===== src/sv/blmsa_pkg.sv =====
// Shared widths and types for the bounded-length maximum subarray unit.
`default_nettype none

package blmsa_pkg;

    localparam int VALUE_W = 40;
    localparam int SUM_W   = 51;
    localparam int IDX_W   = 11;
    localparam int LEN_W   = 9;

    typedef struct packed {
        logic step;
        logic seed;
        logic emit;
    } best_ctl_t;

    typedef struct packed {
        logic [SUM_W-1:0] total;
        logic [IDX_W-1:0] first_idx;
        logic [IDX_W-1:0] last_idx;
    } cand_t;

endpackage

`default_nettype wire


===== src/sv/blmsa_best.sv =====
// Best-run tracker and result register of the bounded-length maximum subarray unit.
`default_nettype none

module blmsa_best (
    input  wire logic                        clk,
    input  wire logic                        rst_n,
    input  wire blmsa_pkg::best_ctl_t        ctl,
    input  wire blmsa_pkg::cand_t            cand,
    output logic                             can_emit,
    output logic                             out_valid,
    input  wire logic                        out_ready,
    output logic [blmsa_pkg::SUM_W-1:0]      best_total,
    output logic [blmsa_pkg::IDX_W-1:0]      start_index,
    output logic [blmsa_pkg::IDX_W-1:0]      end_index
);

    localparam int SUM_W = blmsa_pkg::SUM_W;
    localparam int IDX_W = blmsa_pkg::IDX_W;

    logic [SUM_W-1:0] best_reg, best_next;
    logic [IDX_W-1:0] first_reg, first_next;
    logic [IDX_W-1:0] final_reg, final_next;
    logic             out_valid_reg, out_valid_next;
    logic [SUM_W-1:0] out_total_reg, out_total_next;
    logic [IDX_W-1:0] out_start_reg, out_start_next;
    logic [IDX_W-1:0] out_end_reg, out_end_next;
    logic             take;

    assign take = ctl.step && (ctl.seed || ($signed(cand.total) > $signed(best_reg)));

    always_comb
    begin
        best_next      = best_reg;
        first_next     = first_reg;
        final_next     = final_reg;
        out_valid_next = out_valid_reg;
        out_total_next = out_total_reg;
        out_start_next = out_start_reg;
        out_end_next   = out_end_reg;
        if (take)
        begin
            best_next  = cand.total;
            first_next = cand.first_idx;
            final_next = cand.last_idx;
        end
        if (out_valid_reg && out_ready)
        begin
            out_valid_next = 1'b0;
        end
        if (ctl.step && ctl.emit)
        begin
            out_valid_next = 1'b1;
            out_total_next = best_next;
            out_start_next = first_next;
            out_end_next   = final_next;
        end
    end

    always_ff @(posedge clk or negedge rst_n)
    begin
        if (!rst_n)
        begin
            best_reg      <= '0;
            first_reg     <= IDX_W'(1);
            final_reg     <= IDX_W'(1);
            out_valid_reg <= 1'b0;
        end
        else
        begin
            best_reg      <= best_next;
            first_reg     <= first_next;
            final_reg     <= final_next;
            out_valid_reg <= out_valid_next;
        end
    end

    always_ff @(posedge clk)
    begin
        out_total_reg <= out_total_next;
        out_start_reg <= out_start_next;
        out_end_reg   <= out_end_next;
    end

    assign can_emit    = !out_valid_reg || out_ready;
    assign out_valid   = out_valid_reg;
    assign best_total  = out_total_reg;
    assign start_index = out_start_reg;
    assign end_index   = out_end_reg;

endmodule

`default_nettype wire


===== config.mk =====
export PLATFORM = sky130hd
export DESIGN_NAME = blmsa_best
export DESIGN_NICKNAME = d
export VERILOG_FILES = /design/src/sv/blmsa_pkg.sv /design/src/sv/blmsa_best.sv
export SDC_FILE = /design/constraint.sdc
export NUM_CORES = 1
export LEC_CHECK = 0
export BUFFER_PORTS_ARGS = -buffer_cell sky130_fd_sc_hd__clkbuf_2
export CAP_MARGIN = 40
export CORE_AREA = 2 2 118 120
export CTS_CLUSTER_SIZE = 14
export DETAILED_ROUTE_END_ITERATION = 8
export DIE_AREA = 0 0 120 122
export PLACE_DENSITY = 0.77
export SYNTH_ARGS = -nofsm -noshare
export SYNTH_HDL_FRONTEND = slang
export SYNTH_SLANG_ARGS = --single-unit

===== constraint.sdc =====
create_clock -name clk -period 2.9 [get_ports clk]
set_input_delay 0.58 -clock clk [delete_from_list [all_inputs] [get_ports clk]]
set_output_delay 0.58 -clock clk [all_outputs]
set_load 0.02 [all_outputs]

==> flow_summary.json <==
{
  "status": "finished, final reports clean",
  "die_h_um": 122,
  "async_flop_share": 0.503,
  "reg2reg_to": "end_index[2]$_DFFE_PP_",
  "fmax_mhz": 356,
  "worstSetupPathType": "register to register",
  "syn2layout_area_growth_pct": 37.2,
  "coreArea_um2": 13500,
  "route.vias.total": 4018,
  "syn_area_per_cell_um2": 15.2,
  "synth_top_cell_by_area": "edfxtp_1",
  "grt_max_degree": 74,
  "skew_ps": 9.76,
  "slew_headroom": 0.668,
  "grt-ovfl-total": 0,
  "clockBufferDepth": 2,
  "synth_edf_count": 73,
  "fin_area_um2": 8640,
  "leakage_nw": 4.00,
  "fin_ws_ps": 91.6,
  "clk_latency_ps": 430,
  "synthFlopType": "edfxtp_1",
  "rr_startpoint": "best_reg[10]$_DFF_PN0_",
  "postLayoutCoreUtil": 0.640,
  "min_path_type": "primary input to asynchronous set/reset pin",
  "antenna_found_initial": 0,
  "startpoint": "best_reg[10]$_DFF_PN0_",
  "slew_violations": 0,
  "numCtsBuffers": 17,
  "diodes": 0,
  "fin_crit_sh": 0.968,
  "final_antenna_net_count": 0,
  "die_w_um": 120,
  "cts-htree-levels": 4,
  "initialDrtViolationCount": 241,
  "grt_pass1_wl_um": 20100,
  "synth_most_common_cell": "edfxtp_1",
  "power_density_nw_per_um2": 861,
  "wl_per_cell_um": 17.5,
  "grt.total_usage": 0.181,
  "dpl_cell_area_um2": 7460,
  "dieArea_um2": 14600,
  "ir_drop_mv": 0.472,
  "vias_per_cell": 4.98,
  "first_pass_iters": 4,
  "syn_inst": 414,
  "clk_root_buffer_cell": "clkbuf_16",
  "whs_ps": 116,
  "cp_data_arrival_time_ps": 2980,
  "drc": 0,
  "io_pins": 154,
  "synth_common_cells": "edfxtp_1 (73), dfrtp_1 (72), inv_1 (54), mux2_2 (54), ha_1 (51)",
  "routed_wl_um": 14100,
  "cts_tree": "done",
  "initial_core_util": 0.466,
  "maxCapViolCount": 0,
  "ys_ff_latch": 147,
  "synthDistinctLibCells": 35,
  "period_needed_ps": 2810,
  "ctsHoldBuffers": 0,
  "reg2reg_depth": 10,
  "place_congestion": 0.772,
  "layout.nets": 744,
  "clk_pin_slew_ps": 60,
  "drive_above_1_share": 0.523,
  "required_ps": 3070,
  "synth_top_area_frac": 0.348,
  "critPathMaxFanout": 8,
  "ys_seq_area_frac": 0.643,
  "worstMarginPinSlew_ps": 498,
  "synth_fp_nets": 544,
  "dp_slack_ps": -431,
  "reg2reg_slack_ps": 90,
  "end_kind": "register",
  "grt_pass1_vias": 4098,
  "portBuffers": 153,
  "syn_area_um2": 6290,
  "cp-start-kind": "register",
  "yosys_warnings": 0,
  "cts.sinks": 147,
  "synthTopCellsByArea": "edfxtp_1 (35%), dfrtp_1 (29%), ha_1 (10%)",
  "place_hpwl_um": 9090,
  "fp-row-count": 43,
  "hold_viol": 0,
  "setup_violations": 0
}
-- worst max path at each step --
stage | endpoint | slack, ps
2_1_floorplan | start_index[0]$_DFFE_PP_ | 6
3_3_place_gp | best_total[28]$_DFFE_PP_ | -410
3_5_place_dp | start_index[4]$_DFFE_PP_ | -430
4_1_cts | start_index[4]$_DFFE_PP_ | 6
5_1_grt | best_total[10]$_DFFE_PP_ | -50
6_report | end_index[2]$_DFFE_PP_ | 90
-- per-layer routing --
layer,up-vias,part of all wire,GRT usage
li1,1917,-,-
met2,94,0.53,0.322
met5,-,0,0
met1,1985,0.41,0.207
met4,0,0.018,0.0654
met3,22,0.035,0.0510
-- placed cells by master (no fill, tap or decap), types with 2 or more instances in the layout --
cell and count:
clkbuf_2 152, edfxtp_1 73, dfrtp_1 72, inv_1 46
mux2_2 36, ha_1 36, mux2_4 32, buf_4 23
clkbuf_16 21, ha_4 15, a21oi_1 14, nand4_1 11
nand2_1 11, inv_2 7, a21o_1 7, o21ai_0 6
mux2_1 5, clkinv_4 5, inv_6 4, buf_12 4
a221oi_2 3, clkinv_2 3, a211oi_2 2, and4_1 2
o21ai_1 2, or3_1 2, nor4_2 2, clkbuf_1 2
bufinv_16 2, buf_6 2, buf_8 2, dfstp_2 2
-- report_power, final --
group	total [mW]	internal, mW	switching (mW)
logic	2.31	1.18	1.13
registers	2.99	2.78	0.207
clock network	2.14	1.28	0.865
total	7.44	5.24	2.20
-- through the flow --
| stage | instances | TNS, ps | power, mW |
|---|---|---|---|
| floorplan | 414 | 0 | 4.17 |
| global placement | 764 | -42550 | 4.69 |
| detailed placement | 765 | -44030 | 4.81 |
| CTS | 797 | 0 | 6.99 |
| global route | 807 | -1170 | 7.85 |
| finish | 807 | 0 | 7.44 |
-- layout make-up --
class                   count  area [um^2]
clock buffers              19          433
clock inverters            13          149
fillers                  1029         4860
inverters                  54          204
multi-input cells         206         2390
flip-flops and latches    147         4050
well taps                 180          225
repair buffers            188         1190
-- cell families after synthesis --
| logic type | Yosys count | synth area share |
|---|---|---|
| flops | 147 | 0.643 |
| mux | 73 | 0.131 |
| buf+inv | 61 | 0.0447 |
| fa+ha+maj | 51 | 0.101 |
| compound gates | 43 | 0.0447 |
| simple gates | 39 | 0.0358 |
-- critical path, stage by stage, from the launching register on --
cell       delay, ps
dfrtp_1          370
inv_1             80
ha_4             270
nand4_1          140
or4_4            550
o311ai_4         290
buf_4            160
a21oi_4           40
buf_8            170
clkbuf_16        170
mux2_4           310
-- what timing repair did --
action,4_1_cts,5_1_grt
pin swaps,0,26
endpoints found under the setup margin,79,89
buffers inserted,0,9
gates resized for setup,3,84
gates cloned,0,6
Power figures use the tool's default switching activity.
